### src/rob_pkg.sv
// shared types and constants for the rgba over-blend pipeline
`default_nettype none

package rob_pkg;

    // full-scale channel value
    localparam int unsigned FULL = 255;

    localparam int CH_W   = 8;                 // one colour or alpha channel
    localparam int PROD_W = 2 * CH_W;          // 8x8 products and the divisor
    localparam int REM_W  = 3 * CH_W;          // divider remainder
    localparam int NUM_W  = REM_W + 1;         // blend numerator
    localparam int N_CH   = 3;                 // red, green, blue
    localparam int QUO_W  = CH_W;              // quotient bits below saturation

    // register stages: arithmetic front end, one per quotient bit, output
    localparam int PREP_STAGES = 4;
    localparam int N_STAGES    = PREP_STAGES + QUO_W + 1;

    typedef struct packed {
        logic [CH_W-1:0] top_red;
        logic [CH_W-1:0] top_green;
        logic [CH_W-1:0] top_blue;
        logic [CH_W-1:0] top_alpha;
        logic [CH_W-1:0] bottom_red;
        logic [CH_W-1:0] bottom_green;
        logic [CH_W-1:0] bottom_blue;
        logic [CH_W-1:0] bottom_alpha;
        logic            write_down;
    } t_rob_in;

    typedef struct packed {
        logic [CH_W-1:0] out_top_red;
        logic [CH_W-1:0] out_top_green;
        logic [CH_W-1:0] out_top_blue;
        logic [CH_W-1:0] out_top_alpha;
        logic [CH_W-1:0] out_bottom_red;
        logic [CH_W-1:0] out_bottom_green;
        logic [CH_W-1:0] out_bottom_blue;
        logic [CH_W-1:0] out_bottom_alpha;
    } t_rob_out;

    typedef enum logic [1:0] {
        MODE_PASS      = 2'd0,
        MODE_COPY_DOWN = 2'd1,
        MODE_COPY_UP   = 2'd2,
        MODE_BLEND     = 2'd3
    } t_rob_mode;

    typedef struct packed {
        t_rob_in   pix;
        t_rob_mode mode;
    } t_rob_ctl;

    // state of one item inside the divider stages
    typedef struct packed {
        t_rob_ctl                         ctl;
        logic [CH_W-1:0]                  alpha;
        logic [PROD_W-1:0]                den;
        logic [N_CH-1:0]                  sat;
        logic [N_CH-1:0][REM_W-1:0]       rem;
        logic [N_CH-1:0][QUO_W-1:0]       quo;
    } t_rob_div;

endpackage

`default_nettype wire

### src/rob_prep.sv
// front end: case decode, products, result alpha, numerators and divisor
`default_nettype none

module rob_prep (
    input  wire logic                              i_clk,
    input  wire logic [rob_pkg::PREP_STAGES-1:0]   i_en,
    input  wire rob_pkg::t_rob_in                  i_data,
    output rob_pkg::t_rob_div                      o_div
);

    localparam int CH_W   = rob_pkg::CH_W;
    localparam int PROD_W = rob_pkg::PROD_W;
    localparam int REM_W  = rob_pkg::REM_W;
    localparam int NUM_W  = rob_pkg::NUM_W;
    localparam int N_CH   = rob_pkg::N_CH;

    // stage 0: decode and 8x8 products
    logic [CH_W-1:0]              ta;
    logic [CH_W-1:0]              ba;
    logic [CH_W-1:0]              inv;
    logic [N_CH-1:0][CH_W-1:0]    tc;
    rob_pkg::t_rob_ctl            n_ctl0;
    logic [PROD_W-1:0]            n_p0;
    logic [N_CH-1:0][PROD_W-1:0]  n_tcta0;

    rob_pkg::t_rob_ctl            r_ctl0;
    logic [PROD_W-1:0]            r_p0;
    logic [N_CH-1:0][PROD_W-1:0]  r_tcta0;

    assign ta  = i_data.top_alpha;
    assign ba  = i_data.bottom_alpha;
    assign inv = CH_W'(rob_pkg::FULL) - ta;
    assign tc  = {i_data.top_blue, i_data.top_green, i_data.top_red};

    always_comb begin
        n_ctl0.pix = i_data;
        if (ta == CH_W'(rob_pkg::FULL) || ba == '0) begin
            n_ctl0.mode = (i_data.write_down && ta != '0) ? rob_pkg::MODE_COPY_DOWN
                                                          : rob_pkg::MODE_PASS;
        end else if (ta == '0) begin
            n_ctl0.mode = !i_data.write_down ? rob_pkg::MODE_COPY_UP
                                             : rob_pkg::MODE_PASS;
        end else begin
            n_ctl0.mode = rob_pkg::MODE_BLEND;
        end
        n_p0 = PROD_W'(ba) * PROD_W'(inv);
        for (int c = 0; c < N_CH; c++) begin
            n_tcta0[c] = PROD_W'(tc[c]) * PROD_W'(ta);
        end
    end

    always_ff @(posedge i_clk) begin
        if (i_en[0]) begin
            r_ctl0  <= n_ctl0;
            r_p0    <= n_p0;
            r_tcta0 <= n_tcta0;
        end
    end

    // stage 1: quotient estimate of p/255, bottom products, top terms times 255
    logic [PROD_W-1:0]            p_sum;
    logic [N_CH-1:0][CH_W-1:0]    bc1;
    logic [CH_W-1:0]              n_qe1;
    logic [N_CH-1:0][REM_W-1:0]   n_bcp1;
    logic [N_CH-1:0][REM_W-1:0]   n_t2551;

    rob_pkg::t_rob_ctl            r_ctl1;
    logic [PROD_W-1:0]            r_p1;
    logic [CH_W-1:0]              r_qe1;
    logic [N_CH-1:0][REM_W-1:0]   r_bcp1;
    logic [N_CH-1:0][REM_W-1:0]   r_t2551;

    assign p_sum = r_p0 + {{CH_W{1'b0}}, r_p0[PROD_W-1:CH_W]};
    assign n_qe1 = p_sum[PROD_W-1:CH_W];
    assign bc1   = {r_ctl0.pix.bottom_blue, r_ctl0.pix.bottom_green,
                    r_ctl0.pix.bottom_red};

    always_comb begin
        for (int c = 0; c < N_CH; c++) begin
            n_bcp1[c]  = REM_W'(bc1[c]) * REM_W'(r_p0);
            n_t2551[c] = {r_tcta0[c], {CH_W{1'b0}}}
                       - {{CH_W{1'b0}}, r_tcta0[c]};
        end
    end

    always_ff @(posedge i_clk) begin
        if (i_en[1]) begin
            r_ctl1  <= r_ctl0;
            r_p1    <= r_p0;
            r_qe1   <= n_qe1;
            r_bcp1  <= n_bcp1;
            r_t2551 <= n_t2551;
        end
    end

    // stage 2: correct the estimate into alpha, sum the numerators
    logic [PROD_W-1:0]            qe255;
    logic [PROD_W-1:0]            rm;
    logic [1:0]                   corr;
    logic [CH_W-1:0]              n_a2;
    logic [N_CH-1:0][NUM_W-1:0]   n_num2;

    rob_pkg::t_rob_ctl            r_ctl2;
    logic [CH_W-1:0]              r_a2;
    logic [N_CH-1:0][NUM_W-1:0]   r_num2;

    assign qe255 = {r_qe1, {CH_W{1'b0}}} - {{CH_W{1'b0}}, r_qe1};
    assign rm    = r_p1 - qe255;

    always_comb begin
        if (rm >= PROD_W'(2 * rob_pkg::FULL)) begin
            corr = 2'd2;
        end else if (rm >= PROD_W'(rob_pkg::FULL)) begin
            corr = 2'd1;
        end else begin
            corr = 2'd0;
        end
        n_a2 = r_ctl1.pix.top_alpha + r_qe1 + CH_W'(corr);
        for (int c = 0; c < N_CH; c++) begin
            n_num2[c] = NUM_W'(r_t2551[c]) + NUM_W'(r_bcp1[c]);
        end
    end

    always_ff @(posedge i_clk) begin
        if (i_en[2]) begin
            r_ctl2 <= r_ctl1;
            r_a2   <= n_a2;
            r_num2 <= n_num2;
        end
    end

    // stage 3: divisor 255*alpha, saturation check against divisor*256
    logic [PROD_W-1:0]  den3;
    rob_pkg::t_rob_div  n_div3;
    rob_pkg::t_rob_div  r_div3;

    assign den3 = {r_a2, {CH_W{1'b0}}} - {{CH_W{1'b0}}, r_a2};

    always_comb begin
        n_div3.ctl   = r_ctl2;
        n_div3.alpha = r_a2;
        n_div3.den   = den3;
        n_div3.quo   = '0;
        for (int c = 0; c < N_CH; c++) begin
            n_div3.sat[c] = r_num2[c] >= {1'b0, den3, {CH_W{1'b0}}};
            n_div3.rem[c] = r_num2[c][REM_W-1:0];
        end
    end

    always_ff @(posedge i_clk) begin
        if (i_en[3]) begin
            r_div3 <= n_div3;
        end
    end

    assign o_div = r_div3;

endmodule

`default_nettype wire

### src/rob_div_stage.sv
// one restoring division step for the three colour channels
`default_nettype none

module rob_div_stage #(
    parameter int SHIFT = 0
) (
    input  wire logic               i_clk,
    input  wire logic               i_en,
    input  wire rob_pkg::t_rob_div  i_div,
    output rob_pkg::t_rob_div       o_div
);

    localparam int REM_W  = rob_pkg::REM_W;
    localparam int PROD_W = rob_pkg::PROD_W;

    logic [REM_W-1:0]   dsh;
    rob_pkg::t_rob_div  n_div;
    rob_pkg::t_rob_div  r_div;

    assign dsh = {{(REM_W - PROD_W){1'b0}}, i_div.den} << SHIFT;

    always_comb begin
        n_div = i_div;
        for (int c = 0; c < rob_pkg::N_CH; c++) begin
            if (i_div.rem[c] >= dsh) begin
                n_div.rem[c]        = i_div.rem[c] - dsh;
                n_div.quo[c][SHIFT] = 1'b1;
            end
        end
    end

    always_ff @(posedge i_clk) begin
        if (i_en) begin
            r_div <= n_div;
        end
    end

    assign o_div = r_div;

endmodule

`default_nettype wire

### src/rob_merge.sv
// output stage: picks pass, copy or blend result into the registered item
`default_nettype none

module rob_merge (
    input  wire logic               i_clk,
    input  wire logic               i_en,
    input  wire rob_pkg::t_rob_div  i_div,
    output rob_pkg::t_rob_out       o_data
);

    localparam int CH_W = rob_pkg::CH_W;

    rob_pkg::t_rob_in               pix;
    logic [2:0][CH_W-1:0]           rgb;
    rob_pkg::t_rob_out              n_data;
    rob_pkg::t_rob_out              r_data;

    assign pix = i_div.ctl.pix;

    always_comb begin
        for (int c = 0; c < rob_pkg::N_CH; c++) begin
            rgb[c] = i_div.sat[c] ? CH_W'(rob_pkg::FULL) : i_div.quo[c];
        end
    end

    always_comb begin
        n_data.out_top_red      = pix.top_red;
        n_data.out_top_green    = pix.top_green;
        n_data.out_top_blue     = pix.top_blue;
        n_data.out_top_alpha    = pix.top_alpha;
        n_data.out_bottom_red   = pix.bottom_red;
        n_data.out_bottom_green = pix.bottom_green;
        n_data.out_bottom_blue  = pix.bottom_blue;
        n_data.out_bottom_alpha = pix.bottom_alpha;
        case (i_div.ctl.mode)
            rob_pkg::MODE_COPY_DOWN: begin
                n_data.out_bottom_red   = pix.top_red;
                n_data.out_bottom_green = pix.top_green;
                n_data.out_bottom_blue  = pix.top_blue;
                n_data.out_bottom_alpha = pix.top_alpha;
            end
            rob_pkg::MODE_COPY_UP: begin
                n_data.out_top_red   = pix.bottom_red;
                n_data.out_top_green = pix.bottom_green;
                n_data.out_top_blue  = pix.bottom_blue;
                n_data.out_top_alpha = pix.bottom_alpha;
            end
            rob_pkg::MODE_BLEND: begin
                if (pix.write_down) begin
                    n_data.out_bottom_red   = rgb[0];
                    n_data.out_bottom_green = rgb[1];
                    n_data.out_bottom_blue  = rgb[2];
                    n_data.out_bottom_alpha = i_div.alpha;
                end else begin
                    n_data.out_top_red   = rgb[0];
                    n_data.out_top_green = rgb[1];
                    n_data.out_top_blue  = rgb[2];
                    n_data.out_top_alpha = i_div.alpha;
                end
            end
            default: begin
            end
        endcase
    end

    always_ff @(posedge i_clk) begin
        if (i_en) begin
            r_data <= n_data;
        end
    end

    assign o_data = r_data;

endmodule

`default_nettype wire

### src/rgba_over_blend.sv
// top level of the rgba8 over-composite pipeline
//
//  channel | valid       | stall       | payload
//  --------+-------------+-------------+-------------------------------
//  in      | i_in_valid  | o_in_stall  | i_in_data  (t_rob_in pixel pair)
//  out     | o_out_valid | i_out_stall | o_out_data (t_rob_out pixel pair)
//
// one item enters per clock while o_in_stall is low; 13 register stages, so o_out_valid
// rises once the accepted item has passed through every stage, and it leaves when i_out_stall is low
// depth is set by the restoring divider for 255*alpha: one quotient bit per stage
// i_rst_n (synchronous, active low) clears only the stage valid bits
// a stage moves when it is empty or the one after it moves, so bubbles close up
// and new items are taken while the output item waits on i_out_stall, until every stage is full
`default_nettype none

module rgba_over_blend (
    input  wire logic               i_clk,
    input  wire logic               i_rst_n,
    input  wire logic               i_in_valid,
    output logic                    o_in_stall,
    input  wire rob_pkg::t_rob_in   i_in_data,
    output logic                    o_out_valid,
    input  wire logic               i_out_stall,
    output rob_pkg::t_rob_out       o_out_data
);

    localparam int N_STAGES    = rob_pkg::N_STAGES;
    localparam int PREP_STAGES = rob_pkg::PREP_STAGES;
    localparam int QUO_W       = rob_pkg::QUO_W;

    // per-stage valid bits and move enables
    logic [N_STAGES-1:0]    r_vld;
    logic [N_STAGES-1:0]    n_vld;
    logic [N_STAGES-1:0]    adv;

    always_comb begin
        adv[N_STAGES-1] = !r_vld[N_STAGES-1] || !i_out_stall;
        for (int k = N_STAGES - 2; k >= 0; k--) begin
            adv[k] = !r_vld[k] || adv[k+1];
        end
    end

    always_comb begin
        n_vld = r_vld;
        if (adv[0]) begin
            n_vld[0] = i_in_valid;
        end
        for (int k = 1; k < N_STAGES; k++) begin
            if (adv[k]) begin
                n_vld[k] = r_vld[k-1];
            end
        end
    end

    always_ff @(posedge i_clk) begin
        if (!i_rst_n) begin
            r_vld <= '0;
        end else begin
            r_vld <= n_vld;
        end
    end

    assign o_in_stall  = !adv[0];
    assign o_out_valid = r_vld[N_STAGES-1];

    // datapath: front end, divider chain, output select
    rob_pkg::t_rob_div  div_chain [QUO_W+1];

    rob_prep u_prep (
        .i_clk  (i_clk),
        .i_en   (adv[PREP_STAGES-1:0]),
        .i_data (i_in_data),
        .o_div  (div_chain[0])
    );

    // quotient bits from msb down, one stage each
    for (genvar g = 0; g < QUO_W; g++) begin : g_div
        rob_div_stage #(
            .SHIFT (QUO_W - 1 - g)
        ) u_div (
            .i_clk (i_clk),
            .i_en  (adv[PREP_STAGES+g]),
            .i_div (div_chain[g]),
            .o_div (div_chain[g+1])
        );
    end

    rob_merge u_merge (
        .i_clk  (i_clk),
        .i_en   (adv[N_STAGES-1]),
        .i_div  (div_chain[QUO_W]),
        .o_data (o_out_data)
    );

endmodule

`default_nettype wire
### config.mk
export PLATFORM = sky130hd
export DESIGN_NAME = rgba_over_blend
export DESIGN_NICKNAME = d
export VERILOG_FILES = /design/src/rob_pkg.sv /design/src/rob_prep.sv /design/src/rob_div_stage.sv /design/src/rob_merge.sv /design/src/rgba_over_blend.sv
export SDC_FILE = /design/constraint.sdc
export NUM_CORES = 2
export LEC_CHECK = 0
export BUFFER_PORTS_ARGS = -buffer_cell sky130_fd_sc_hd__buf_4
export CAP_MARGIN = 5
export CORE_MARGIN = 4
export CORE_UTILIZATION = 40
export DETAILED_ROUTE_END_ITERATION = 8
export MAX_ROUTING_LAYER = met4
export SETUP_SLACK_MARGIN = 0.02
export SLEW_MARGIN = 25
export SYNTH_ARGS = -nofsm -noshare
export SYNTH_HDL_FRONTEND = slang
export SYNTH_SLANG_ARGS = --single-unit
### constraint.sdc
create_clock -name i_clk -period 15.8 [get_ports i_clk]
set_input_delay 0.79 -clock i_clk [delete_from_list [all_inputs] [get_ports i_clk]]
set_output_delay 0.79 -clock i_clk [all_outputs]
set_load 0.03 [all_outputs]
Word level (Yosys, flattened, before mapping)
Cells that the tools add are included.
{ "totals": {"regBits": 2107} }
{ "classes": {"addsub": 34, "mul": 7, "n_lt_le_gt_ge": 29, "n_eq_ne": 4, "n_mux": 34, "n_reduce_logical": 33} }
{ "ops": {"columns": ["cell", "count"], "rows": [
  ["two-way mux 24 bit", 21],
  ["one-hot mux 32 bit (2 select lines)", 2],
  ["adder 24 x 24 -> 25 bit", 3],
  [">= comparator 25 x 24 -> 1 bit", 3],
  [">= comparator 24 x 16 -> 1 bit", 3],
  [">= comparator 24 x 17 -> 1 bit", 3],
  [">= comparator 24 x 18 -> 1 bit", 3],
  [">= comparator 24 x 19 -> 1 bit", 3],
  [">= comparator 24 x 20 -> 1 bit", 3],
  [">= comparator 24 x 21 -> 1 bit", 3],
  [">= comparator 24 x 22 -> 1 bit", 3],
  [">= comparator 24 x 23 -> 1 bit", 3],
  ["multiplier 8 x 16 -> 24 bit", 3],
  ["subtractor 24 x 16 -> 24 bit", 3],
  ["subtractor 24 x 17 -> 24 bit", 3],
  ["subtractor 24 x 18 -> 24 bit", 3],
  ["subtractor 24 x 19 -> 24 bit", 3],
  ["subtractor 24 x 20 -> 24 bit", 3],
  ["subtractor 24 x 21 -> 24 bit", 3],
  ["subtractor 24 x 22 -> 24 bit", 3],
  ["subtractor 24 x 23 -> 24 bit", 3],
  ["multiplier 8 x 8 -> 16 bit", 4],
  ["two-way mux 32 bit", 2],
  ["subtractor 16 x 8 -> 16 bit", 2],
  ["18 further kinds", 53]
]} }

Logic depth before layout (Yosys ltp)
{ "depth": {"ltp_word": 15, "depth_mapped": 24, "mapped_depth_nobuf": 24} }

Hierarchy
Synthesis repeated with hierarchy kept, for this count alone.
{ "unflattened": {"hier_cells": 10110, "area_unflattened_um2": 125426.5} }
{ "by_module_without_submodules": {"columns": ["module", "n_inst", "cells_per_inst", "area_per_inst_um2", "seq_area_each_um2"], "rows": [
  ["rob_prep", 1, 4236, 48905.7, 20449.6],
  ["rob_div_stage at g_div[7].u_div", 1, 728, 9325.2, 5705.5],
  ["rob_div_stage at g_div[6].u_div", 1, 702, 9237.6, 5705.5],
  ["rob_div_stage at g_div[5].u_div", 1, 717, 9171.3, 5705.5],
  ["rob_div_stage at g_div[3].u_div", 1, 711, 9044.9, 5705.5],
  ["rob_div_stage at g_div[4].u_div", 1, 691, 9044.9, 5705.5],
  ["rob_div_stage at g_div[1].u_div", 1, 668, 9032.4, 5705.5],
  ["rob_div_stage at g_div[2].u_div", 1, 672, 8906.0, 5705.5],
  ["rob_div_stage at g_div[0].u_div", 1, 650, 8831.0, 5705.5],
  ["rob_merge", 1, 267, 3301.9, 1921.8],
  ["rgba_over_blend", 1, 68, 625.6, 260.2]
]} }

Worst setup path after synthesis
OpenSTA, ideal clock, no wires.
{ "synth_timing": {"path_type": "input to register", "from": "in i_out_stall", "to": "reg u_prep.r_bcp1[0] (netlist name), enable pin", "setup_time_ns": 0.606, "arrival_time_ns": 12.640, "t_required_ns": 15.194, "slack_ns": 2.554, "stages": 8, "path_buffers": 0, "cell_sequence": "and3_1 inv_1 nor2_1 and2_1 inv_1 nor2_1 and2_1 nand2_1"} }
{ "synth_between": {"elab_chain_cells": 13} }
{ "synth_lines": {"columns": ["item", "line_no", "source"], "rows": [
  ["start: declaration", "rgba_over_blend.sv:23", "input wire logic i_out_stall,"],
  ["logical NOT 1 bit", "rgba_over_blend.sv:37", "adv[N_STAGES-1] = !r_vld[N_STAGES-1] || !i_out_stall;"],
  ["logical OR 1 bit", "rgba_over_blend.sv:37", null],
  ["logical OR 1 bit", "rgba_over_blend.sv:39", "adv[k] = !r_vld[k] || adv[k+1];"],
  ["net adv[11]", "rgba_over_blend.sv:34", "logic [N_STAGES-1:0] adv;"],
  ["logical OR 1 bit (4 in series)", "rgba_over_blend.sv:39", null],
  ["net adv[7]", "rgba_over_blend.sv:34", null],
  ["logical OR 1 bit (6 in series)", "rgba_over_blend.sv:39", null],
  ["net adv[1]", "rgba_over_blend.sv:34", null],
  ["end signal: assignment", "rob_prep.sv:91", "r_bcp1 <= n_bcp1;"],
  ["end: declaration", "rob_prep.sv:70", "logic [N_CH-1:0][REM_W-1:0] r_bcp1;"]
]} }
The timed path passes the listed nets, and every way through them passes these cells.
A chain may end at the register's enable or synchronous reset.

==> flow_summary.toml <==
[worst_hold_path]
hp-class = "in -> reg"
min_path_cells = 3

[clock_network]
holdBufCountCts = 0
clock-sinks = 2099
clk_pin_slew_ns = 0.06
cts_resized = 0
htreeDepth = 4
clk_latency_ns = 0.91
clockRootBuffer = "clkbuf_16"
cts_buffer_depth = 4
cts_tree = "built"
cts_buffers = 225
postCtsSetupBuffers = 0

[synth]
ys_seq_elements = 2099
syn-num-nets = 10392
synth-seq-area-share = 0.551
synth_commonest_cells = "2086 x edfxtp_1, 855 x ha_1, 797 x inv_1"
synthArstFlopShare = 0
synth_top_area_share = 0.548
ys.flop_type = "edfxtp_1"
synth_area_leaders = "edfxtp_1 55%, ha_1 9.4%, fa_1 7.4%"
yosysTopAreaCell = "edfxtp_1"
netlist_instances = 9045
synth.most_common_cell = "edfxtp_1"
yosysWarnings = 0
synth_area_um2 = 114000
yosysUniqueCellTypes = 105
synth_edf_count = 2086
synth.avg_cell_area_um2 = 12.6

[die]
die_h_um = 542
row_count = 195
die_w_um = 542
boundaryPins = 135
fp.coreArea_um2 = 283000
die_area_um2 = 294000
start_util = 0.403

[worst_setup_path]
crit_chain = "and2_1, fa_1, inv_1, fa_1, fa_1, fa_1, inv_1, ha_1, a21o_1, a21oi_1, a2bb2oi_1, o31ai_1, o41a_1, a211oi_2, o221ai_1, a21oi_1, xnor2_1"
path_depth = 17
crit_family = "adder cells"
crit_fanout = 17
crit_path_end_kind = "flop"
cp_common_cell = "fa_1"
reg2reg_depth = 17
worst-setup-path-type = "reg -> reg"
crit_path_max_incr_delay_ns = 0.71
critPathLaunchType = "flop"
crit_buf_inv = 2
cp.required_ns = 16.36
cp.arrival_ns = 6.30
cp_slowest_cell = "edfxtp_1"

[sta]
tns_ns = 0
period_share = 0.363
skew_ns = 0.118
rsz0062_at_grt = "false"
drv_slew = 0
fin_crit_ns = 5.74
finalHoldViolations = 0
setup_viol = 0
slew_headroom = 0.241
fmax_mhz = 174
tightest_slew_ns = 1.14

[drt]
via_count = 69205
post_drt_wl_per_cell_um = 21.5
drt_pass1_iterations = 5
drc = 0
wirelength_mm = 284
via_per_inst = 5.24
ant_nets = 0
drtIter0Drc = 4640

[run]
cap_violations = 0

[global_route]
grt_max_degree = 175
overflow = 0
grt_pass1_wl_mm = 435
antenna_found_initial = 9
grt_usage = 0.198
grt_pass1_vias = 70826

[place]
dp_hpwl_mm = 219
gp_congestion = 0.940
placed_area_um2 = 120000
port_buffers = 134

[finish]
fill_cells = 25342
final_nets = 10617
design_area_um2 = 127000
finish.utilization = 0.450
syn2layout_area_growth_pct = 11.5
final_layout_size_suffix_gt1_frac = 0.0764

[outcome]
outcome = "completed"
## registers in the layout, summed over array words and instances, names as in the netlist, 13 cells and up
signal,flops
g_div.u_div.o_div,1341
u_prep.bc1,24
u_merge.o_data,64
u_prep.o_div,165
u_prep.r_tcta0,48
u_prep.r_ctl0,43
u_prep.r_t2551,72
u_prep.r_p1,16
u_prep.r_p0,16
u_prep.n_div3,139
u_prep.r_bcp1,72
r_vld,13
u_prep.r_ctl1,67
## worst min-delay path, delay by kind of cell
family,cells,cell delay [ns]
AOI/OAI and AO/OA,1,0.05
and+or+nand+nor,1,0.09
buffers and inverters,1,0.09
## metal layers
metal  global-route usage  vias to the layer above  share of wire
li1                     -                    33114              -
met1                0.257                    33985           0.44
met2                0.324                     1630           0.48
met3               0.0222                      476          0.044
met4               0.0700                        0          0.040
met5                    -                        -              0
## through the flow
stage	worst slack [ns]	cells	hold slack, ns
floorplan	2.55	9045	0.400
global placement	10.10	12785	0.401
detailed placement	10.08	12785	0.405
CTS	9.94	13203	0.0632
global route	9.76	13208	0.0941
finish	10.06	13212	0.150
## layout by cell type, fill, tap and decap left out, types with 191 or more instances in the layout
cell          n
edfxtp_1   2086
ha_1        855
inv_1       791
nand2_1     638
nor2_1      554
a21oi_1     551
fa_1        423
xnor2_1     344
o21ai_0     322
and2_1      305
clkbuf_16   228
xor2_1      209
buf_4       191
## layout make-up
class | count | area, um^2 | area share
clock inverter | 154 | 1740 | 0.0137
multi-input combinational | 5952 | 47700 | 0.374
inverter | 799 | 3030 | 0.0238
sequential | 2099 | 62900 | 0.494
tap | 3743 | 4680 | 0.0368
timing repair buffer | 193 | 1480 | 0.0116
antenna | 8 | 20.0 | 0.000157
clock buffer | 264 | 5840 | 0.0459
## path summary, 6_finish.rpt
check	startpoint	end	slack, ns
setup / recovery	u_prep.bc1[10]	u_prep.r_bcp1[47]	10.06
hold / removal	i_out_stall	r_vld[12]	0.15
setup reg to reg	u_prep.bc1[10]	u_prep.r_bcp1[47]	10.06
hold reg to reg	u_prep.o_div[187]	g_div[0].u_div.o_div[187]	0.34
## cells by family after synthesis
group / count (synthesis) / share of synthesized area
adders and majority gates: 1278 / 0.168
AOI/OAI and AO/OA: 1713 / 0.0979
xor gates and xnor gates: 553 / 0.0424
DFF: 2099 / 0.551
muxes: 79 / 0.00765
and+or+nand+nor: 2329 / 0.101
buffers and inverters: 994 / 0.0331
Power is not shown: default switching activity piles up to over one toggle a cycle in this logic, so the estimate is an artifact.
